**config.mk**
```make
export PLATFORM = sky130hd
export DESIGN_NAME = mip_chain_pitch_layout_unit
export DESIGN_NICKNAME = d
export VERILOG_FILES = /design/src/rtl/mcpl_pkg.sv /design/src/rtl/mip_chain_pitch_layout_unit.sv /design/src/rtl/mcpl_mul.sv /design/src/rtl/mcpl_ctrl.sv
export SDC_FILE = /design/constraint.sdc
export NUM_CORES = 2
export LEC_CHECK = 0
export BUFFER_PORTS_ARGS = -buffer_cell sky130_fd_sc_hd__buf_2
export CAP_MARGIN = 20
export CORE_UTILIZATION = 60
export CTS_BUF_LIST = sky130_fd_sc_hd__clkbuf_4 sky130_fd_sc_hd__clkbuf_8
export CTS_CLUSTER_DIAMETER = 50
export DETAILED_ROUTE_END_ITERATION = 6
export PLACE_DENSITY = 0.8
export SYNTH_ARGS = -nofsm -noshare
export SYNTH_HDL_FRONTEND = slang
export SYNTH_SLANG_ARGS = --single-unit
```
**constraint.sdc**
```tcl
create_clock -name i_clk -period 18.25 [get_ports i_clk]
set_input_delay 0.9125 -clock i_clk [delete_from_list [all_inputs] [get_ports i_clk]]
set_output_delay 0.9125 -clock i_clk [all_outputs]
set_load 0.05 [all_outputs]
```
**src/rtl/mcpl_pkg.sv**
```systemverilog
// Shared types and constants of the mip chain pitch layout block.
package mcpl_pkg;

    // Geometry limits and pitch alignment
    localparam int MAX_MIP_LEVELS = 15;
    localparam int MAX_DIMENSION  = 16384;
    localparam int PITCH_ALIGN    = 256;

    // Field widths
    localparam int DIM_W    = 15;
    localparam int TB_W     = 6;
    localparam int LAYER_W  = 16;
    localparam int LVL_W    = 4;
    localparam int OFFSET_W = 35;
    localparam int PITCH_W  = 20;
    localparam int TOTAL_W  = 51;

    // Shared multiplier geometry
    localparam int MUL_A_W  = 20;
    localparam int MUL_B_W  = 16;
    localparam int PROD_W   = MUL_A_W + MUL_B_W;
    localparam int SUM_W    = 36;
    localparam int HALF_W   = SUM_W / 2;

    typedef struct packed {
        logic [DIM_W-1:0]   tex_width;
        logic [DIM_W-1:0]   tex_height;
        logic [TB_W-1:0]    texel_bytes;
        logic [LAYER_W-1:0] layer_count;
        logic [LVL_W-1:0]   mip_levels;
    } t_req;

    typedef struct packed {
        logic [LVL_W-1:0]    level_index;
        logic [OFFSET_W-1:0] level_offset;
        logic [PITCH_W-1:0]  line_pitch;
        logic [DIM_W-1:0]    level_width;
        logic [DIM_W-1:0]    level_height;
        logic [OFFSET_W-1:0] chain_bytes;
        logic [TOTAL_W-1:0]  total_bytes;
        logic                error;
        logic                last;
    } t_res;

    // Operands handed to the shared multiplier
    typedef struct packed {
        logic [MUL_A_W-1:0] a;
        logic [MUL_B_W-1:0] b;
    } t_mul_req;

endpackage

```
**src/rtl/mip_chain_pitch_layout_unit.sv**
```systemverilog
// Top level of the mip chain pitch layout block.
//
// One request on i_req (valid/ready) describes a texture: base width and
// height, bytes per texel, layer count and mip level count. The block
// answers on o_res (valid/ready) with one result per mip level, from the
// highest level index down to level 0; the level 0 result has last set and
// carries the layer stride and the total byte size over all layers. A bad
// geometry gives one result with error and last set and all else zero.
// Each level runs the steps row bytes, pitch and area product, accumulate
// and emit, and level 0 adds the stride times layer count product, which
// runs in two halves through the one shared 20x16 multiplier. A rejected
// item goes straight from idle to the emit step.
// o_req_ready is high only while the sequencer is idle. A finished result
// waits in the output register; a stalled receiver holds the sequencer in
// its emit step, and the next request may be accepted while the final
// result of the previous one is still waiting.
// Reset (i_rst_n low, synchronous) returns the sequencer to idle and
// drops any pending result.
module mip_chain_pitch_layout_unit (
    input  logic             i_clk,
    input  logic             i_rst_n,
    input  logic             i_req_valid,
    output logic             o_req_ready,
    input  mcpl_pkg::t_req   i_req,
    output logic             o_res_valid,
    input  logic             i_res_ready,
    output mcpl_pkg::t_res   o_res
);
    import mcpl_pkg::*;

    t_mul_req          mul_op;
    logic [PROD_W-1:0] mul_prod;
    logic              idle;
    logic              out_free;
    logic              push;
    t_res              res;
    logic              r_out_valid;
    t_res              r_out;

    mcpl_mul u_mul (
        .i_clk  (i_clk),
        .i_op   (mul_op),
        .o_prod (mul_prod)
    );

    mcpl_ctrl u_ctrl (
        .i_clk      (i_clk),
        .i_rst_n    (i_rst_n),
        .i_start    (i_req_valid && idle),
        .i_req      (i_req),
        .o_idle     (idle),
        .o_mul      (mul_op),
        .i_prod     (mul_prod),
        .i_out_free (out_free),
        .o_push     (push),
        .o_res      (res)
    );

    assign out_free = !r_out_valid || i_res_ready;

    // Hold the result until the receiver takes it
    always_ff @(posedge i_clk) begin
        if (!i_rst_n) begin
            r_out_valid <= 1'b0;
        end else if (out_free) begin
            r_out_valid <= push;
        end
    end

    always_ff @(posedge i_clk) begin
        if (out_free && push) begin
            r_out <= res;
        end
    end

    assign o_req_ready = idle;
    assign o_res_valid = r_out_valid;
    assign o_res       = r_out;

endmodule

```
**src/rtl/mcpl_mul.sv**
```systemverilog
// Shared unsigned multiplier with a registered product.
module mcpl_mul (
    input  logic                         i_clk,
    input  mcpl_pkg::t_mul_req           i_op,
    output logic [mcpl_pkg::PROD_W-1:0]  o_prod
);
    import mcpl_pkg::*;

    logic [PROD_W-1:0] r_prod;

    // Register the product every cycle
    always_ff @(posedge i_clk) begin
        r_prod <= PROD_W'(i_op.a) * PROD_W'(i_op.b);
    end

    assign o_prod = r_prod;

endmodule

```
**src/rtl/mcpl_ctrl.sv**
```systemverilog
// Sequencer that walks the mip levels and drives the shared multiplier.
module mcpl_ctrl (
    input  logic                        i_clk,
    input  logic                        i_rst_n,
    input  logic                        i_start,
    input  mcpl_pkg::t_req              i_req,
    output logic                        o_idle,
    output mcpl_pkg::t_mul_req          o_mul,
    input  logic [mcpl_pkg::PROD_W-1:0] i_prod,
    input  logic                        i_out_free,
    output logic                        o_push,
    output mcpl_pkg::t_res              o_res
);
    import mcpl_pkg::*;

    localparam logic [PITCH_W-1:0] ALIGN_MASK = PITCH_W'(PITCH_ALIGN - 1);

    typedef enum logic [2:0] {
        S_IDLE,
        S_ROW,
        S_AREA,
        S_ACC,
        S_STR_LO,
        S_STR_HI,
        S_STR_ADD,
        S_EMIT
    } t_state;

    t_state               r_state;
    logic [DIM_W-1:0]     r_w;
    logic [DIM_W-1:0]     r_h;
    logic [TB_W-1:0]      r_tb;
    logic [LAYER_W-1:0]   r_layers;
    logic [LVL_W-1:0]     r_lvl;
    logic                 r_err;
    logic [SUM_W-1:0]     r_offset;
    logic [SUM_W-1:0]     r_sum;
    logic [DIM_W-1:0]     r_lw;
    logic [DIM_W-1:0]     r_lh;
    logic [PITCH_W-1:0]   r_pitch;
    logic [2*HALF_W-3:0]  r_tlo;
    logic [TOTAL_W-1:0]   r_total;

    logic                 bad_geom;
    logic [DIM_W-1:0]     lw;
    logic [DIM_W-1:0]     lh;
    logic [PITCH_W-1:0]   pitch;

    // Ceiling of v divided by 2^s
    function automatic logic [DIM_W-1:0] ceil_shr(input logic [DIM_W-1:0] v,
                                                   input logic [LVL_W-1:0] s);
        logic [DIM_W:0] t;
        t = {1'b0, v} + (((DIM_W+1)'(1) << s) - (DIM_W+1)'(1));
        return DIM_W'(t >> s);
    endfunction

    // Check the incoming geometry
    always_comb begin
        bad_geom = (i_req.tex_width == '0) || (i_req.tex_height == '0) ||
                   (i_req.texel_bytes == '0) || (i_req.layer_count == '0) ||
                   (i_req.mip_levels == '0) ||
                   ({1'b0, i_req.mip_levels} > (LVL_W+1)'(MAX_MIP_LEVELS)) ||
                   ({1'b0, i_req.tex_width} > (DIM_W+1)'(MAX_DIMENSION)) ||
                   ({1'b0, i_req.tex_height} > (DIM_W+1)'(MAX_DIMENSION));
    end

    // Level size and aligned pitch
    assign lw    = ceil_shr(r_w, r_lvl);
    assign lh    = ceil_shr(r_h, r_lvl);
    assign pitch = (i_prod[PITCH_W-1:0] + ALIGN_MASK) & ~ALIGN_MASK;

    // Pick multiplier operands for the current step
    always_comb begin
        o_mul = '0;
        case (r_state)
            S_ROW: begin
                o_mul.a = MUL_A_W'(lw);
                o_mul.b = MUL_B_W'(r_tb);
            end
            S_AREA: begin
                o_mul.a = MUL_A_W'(pitch);
                o_mul.b = MUL_B_W'(r_lh);
            end
            S_STR_LO: begin
                o_mul.a = MUL_A_W'(r_sum[HALF_W-1:0]);
                o_mul.b = r_layers;
            end
            S_STR_HI: begin
                o_mul.a = MUL_A_W'(r_sum[SUM_W-1:HALF_W]);
                o_mul.b = r_layers;
            end
            default: begin
                o_mul = '0;
            end
        endcase
    end

    // Sequence the level walk
    always_ff @(posedge i_clk) begin
        if (!i_rst_n) begin
            r_state  <= S_IDLE;
            r_lvl    <= '0;
            r_err    <= 1'b0;
            r_offset <= '0;
        end else begin
            case (r_state)
                S_IDLE: begin
                    if (i_start) begin
                        r_w      <= i_req.tex_width;
                        r_h      <= i_req.tex_height;
                        r_tb     <= i_req.texel_bytes;
                        r_layers <= i_req.layer_count;
                        r_lvl    <= i_req.mip_levels - LVL_W'(1);
                        r_offset <= '0;
                        r_err    <= bad_geom;
                        r_state  <= bad_geom ? S_EMIT : S_ROW;
                    end
                end
                S_ROW: begin
                    r_lw    <= lw;
                    r_lh    <= lh;
                    r_state <= S_AREA;
                end
                S_AREA: begin
                    r_pitch <= pitch;
                    r_state <= S_ACC;
                end
                S_ACC: begin
                    r_sum   <= r_offset + i_prod;
                    r_state <= (r_lvl == '0) ? S_STR_LO : S_EMIT;
                end
                S_STR_LO: begin
                    r_state <= S_STR_HI;
                end
                S_STR_HI: begin
                    r_tlo   <= i_prod[2*HALF_W-3:0];
                    r_state <= S_STR_ADD;
                end
                S_STR_ADD: begin
                    r_total <= TOTAL_W'(r_tlo) +
                               {i_prod[TOTAL_W-HALF_W-1:0], {HALF_W{1'b0}}};
                    r_state <= S_EMIT;
                end
                S_EMIT: begin
                    if (i_out_free) begin
                        if (r_err || (r_lvl == '0)) begin
                            r_state <= S_IDLE;
                        end else begin
                            r_lvl    <= r_lvl - LVL_W'(1);
                            r_offset <= r_sum;
                            r_state  <= S_ROW;
                        end
                    end
                end
                default: begin
                    r_state <= S_IDLE;
                end
            endcase
        end
    end

    // Build the result of the current level
    always_comb begin
        o_res = '0;
        if (r_err) begin
            o_res.error = 1'b1;
            o_res.last  = 1'b1;
        end else begin
            o_res.level_index  = r_lvl;
            o_res.level_offset = r_offset[OFFSET_W-1:0];
            o_res.line_pitch   = r_pitch;
            o_res.level_width  = r_lw;
            o_res.level_height = r_lh;
            if (r_lvl == '0) begin
                o_res.chain_bytes = r_sum[OFFSET_W-1:0];
                o_res.total_bytes = r_total;
                o_res.last        = 1'b1;
            end
        end
    end

    assign o_idle = (r_state == S_IDLE);
    assign o_push = (r_state == S_EMIT) && i_out_free;

    // A final push returns the sequencer to idle
    a_last_idle: assert property (@(posedge i_clk) disable iff (!i_rst_n)
        o_push && o_res.last |=> r_state == S_IDLE)
        else $error("sequencer not idle after final result");

    // Only level 0 or an error closes an item
    a_last_level: assert property (@(posedge i_clk) disable iff (!i_rst_n)
        o_push && !o_res.last |-> !o_res.error && (o_res.level_index != '0))
        else $error("non-final result at level 0");

    // Error results carry no geometry
    a_err_zero: assert property (@(posedge i_clk) disable iff (!i_rst_n)
        o_push && o_res.error |-> o_res.last && (o_res.line_pitch == '0) &&
                                  (o_res.total_bytes == '0))
        else $error("error result carries data");

    // Levels are emitted in descending order within one item
    a_desc: assert property (@(posedge i_clk) disable iff (!i_rst_n)
        o_push && !o_res.last |=> r_state == S_ROW && r_lvl == $past(r_lvl) - 4'd1)
        else $error("level index did not step down");

endmodule
```
==> impl_metrics.json <==
{
  "netlist_instances": 3025,
  "cts_max_path_buffers": 3,
  "final_cell_mix": "edfxtp_1 (384), nand2_1 (330), inv_1 (321), fa_1 (254), buf_2 (230)",
  "hold_path_class": "register to register",
  "dp_cells": 3857,
  "finalSetupViolCount": 0,
  "fin_util": 0.6745,
  "clk_latency_ns": 0.67,
  "clk_pin_slew_worst_paths_ns": 0.06,
  "wl_per_cell_microns": 22.99,
  "pwr-share-seq": 0.278,
  "ant_nets": 0,
  "skew_ns": 0.03874,
  "p_per_area_mw_per_mm2": 146.9,
  "slew_headroom": 0.1639,
  "end_kind": "register",
  "grt_pass1_vias": 24280,
  "grt_pass1_wl_microns": 140100,
  "start_util": 0.6101,
  "p_total_w": 0.005240,
  "cts_max_level": 3,
  "leakage_nw": 15.24,
  "cts_resized": 0,
  "cts_root_buf": "clkbuf_8",
  "dp_hpwl_microns": 71260,
  "core_area_sq_mm": 0.05287,
  "r2r_setup_slack_ns": 5.68,
  "worst_pin_slew_ns": 1.254,
  "intPower_w": 0.002836,
  "max_freq_mhz": 79.53,
  "critical_path_buf_inv_count": 6,
  "combPwrFrac": 0.543,
  "path_class": "register to register",
  "rsz0062_at_grt": "no",
  "wirelength_microns": 91870,
  "violations": "DRC",
  "async_flop_share": 0,
  "numCtsBuffers": 75,
  "synth.distinct_cells": 96,
  "synth_edf_count": 384,
  "critical-path-top-delay-family": "adder cells",
  "arrival_ns": 13.13,
  "crit_top_cell": "fa_1",
  "firstDrtPassIters": 7,
  "syn-cell-area_sq_mm": 0.03225,
  "fp.dieW_microns": 233.9,
  "core.rowCount": 84,
  "layout_min_cycle_time_ns": 12.57,
  "final_cells": 3997,
  "clock-sinks": 465,
  "overflow": 0,
  "hold_viol_final": 0,
  "clkPwrFrac": 0.179,
  "cts_tree": "built",
  "yosys_warnings": 0,
  "max-cap-violations": 0,
  "synth_ff_type": "edfxtp_1",
  "avgViaCountPerCell": 6.040,
  "ir_worst_vdd_v": 0.00008851,
  "required_ns": 18.81,
  "outcome": "finished, violations left",
  "slew_viol_final": 0,
  "grt_max_degree": 87,
  "avgSynthCellArea_sq_um": 10.66,
  "vias": 24140,
  "ios": 239,
  "area_growth_pct": 10.55,
  "yosysSeqAreaShare": 0.4078,
  "switching_share": 0.4587,
  "postCtsSetupRepairBufs": 0,
  "drc_errors": 40,
  "post-route-period-util": 0.6889,
  "final.fill_count": 3935,
  "drive_gt1_frac": 0.1418,
  "port_buffers": 230,
  "path_max_fanout": 34,
  "cts-hold-fix-buffers": 0,
  "tns_ns": 0,
  "switching_power_w": 0.002404,
  "critPathLaunchType": "register",
  "final_nets": 3752,
  "die_h_microns": 233.9,
  "cpMaxStageDelayCell": "o21ai_1",
  "ys_ff_latch": 465,
  "final_common_cell": "edfxtp_1",
  "gp_congestion": 0.9431,
  "die_area_sq_mm": 0.05469,
  "antenna_found_initial": 0,
  "track_usage": 0.3422,
  "cpPeakStageDelay_ns": 0.72,
  "first_iter_violations": 2276
}
## power groups by stage
stage,Sequential (W),Clock [W],Combinational (W)
finish,0.00146,0.000939,0.00284
global route,0.00146,0.000998,0.00310
CTS,0.00145,0.000950,0.00277
global placement,0.00147,0,0.00269
floorplan,0.00146,0,0.00193
detailed placement,0.00147,0,0.00275
## routing by layer
layer  global-route usage  share of wire  wire length [microns]
met5                    0              0                      0
met3              0.06542          0.093                   8549
met2               0.5356           0.46                  41840
met4               0.1410          0.041                   3724
met1               0.4698           0.41                  37760
## cell type report
class,instances,area (sq um),share of cell area
diodes,2,5.005,0.0001404
clock buffers,108,1305,0.03660
clock inverters,29,262.8,0.007369
inverters,324,1216,0.03411
multi-input cells,2116,17420,0.4887
flip-flops and latches,465,13160,0.3690
well taps,688,860.8,0.02414
repair buffers,265,1426,0.04000
## logic make-up after synthesis
| logic type | share of synthesized area |
|---|---|
| AOI/OAI and AO/OA | 0.1011 |
| xor gates and xnor gates | 0.03743 |
| and+or+nand+nor | 0.1467 |
| DFF | 0.4078 |
| adders and majority gates | 0.2317 |
| muxes | 0.02099 |
| other | 0.0001163 |
| buffers and inverters | 0.05411 |
## cell usage after synthesis (7+ instances only)
cell / number / area, sq um
a211oi_1: 10 / 75.07
a21boi_0: 41 / 307.8
a21o_1: 58 / 435.4
a21oi_1: 145 / 725.7
a22oi_1: 18 / 135.1
a31oi_1: 12 / 75.07
and2_1: 123 / 769.5
and3_1: 19 / 118.9
buf_1: 15 / 56.30
buf_4: 8 / 60.06
clkbuf_1: 99 / 371.6
dfxtp_1: 81 / 1622
edfxtp_1: 384 / 11530
fa_1: 254 / 5085
ha_1: 191 / 2390
inv_1: 321 / 1205
mux2_2: 16 / 180.2
mux2i_1: 19 / 190.2
mux4_2: 12 / 270.3
nand2_1: 330 / 1239
nand2b_1: 16 / 100.1
nand3_1: 77 / 385.4
nand4_1: 19 / 118.9
nor2_1: 225 / 844.6
nor2b_1: 92 / 575.6
nor3_1: 25 / 125.1
nor4_1: 17 / 106.4
o211ai_1: 11 / 82.58
o21a_1: 18 / 135.1
o21ai_0: 67 / 335.3
o21ai_1: 8 / 40.04
o21bai_1: 16 / 120.1
o22ai_1: 7 / 43.79
or3_1: 9 / 56.30
xnor2_1: 101 / 884.6
xor2_1: 35 / 306.5
## worst paths after layout
check                                 startpoint                 end  cells past startpoint
worst min-delay path            u_ctrl.r_tlo[14]  u_ctrl.r_total[14]                      0
worst max-delay path             u_ctrl.r_lvl[0]    u_mul.o_prod[32]                     40
worst min register to register  u_ctrl.r_tlo[14]  u_ctrl.r_total[14]                      0
worst max register to register   u_ctrl.r_lvl[0]    u_mul.o_prod[32]                     40
## state kept, by name, indices dropped and copies added, names as in the netlist, 16 cells and up
signal           count
u_ctrl.r_offset     36
u_ctrl.r_sum        36
u_ctrl.r_layers     16
u_ctrl.r_tlo        34
u_ctrl.r_total      51
o_res              169
u_mul.o_prod        36
## metrics by stage
step / worst slack [ns] / hold WS [ns] / instance area, sq um
final: 5.677 / 0.4132 / 35660
after global routing: 4.999 / 0.4113 / 35650
after CTS: 6.022 / 0.3963 / 35630
after detailed placement: 6.094 / 0.4045 / 34060
after global placement: 6.403 / 0.4032 / 34060
after floorplan: 7.914 / 0.4003 / 32290
## worst reg2reg max path, delay by kind of cell (launching register included)
family / cells / cell delay, ns
DFF: 1 / 0.31
xor gates and xnor gates: 2 / 0.51
buffers and inverters: 6 / 1.15
muxes: 2 / 0.71
AOI/OAI and AO/OA: 14 / 3.90
and+or+nand+nor: 7 / 1.67
adders and majority gates: 9 / 4.24
(Power assumes the default switching activity.)
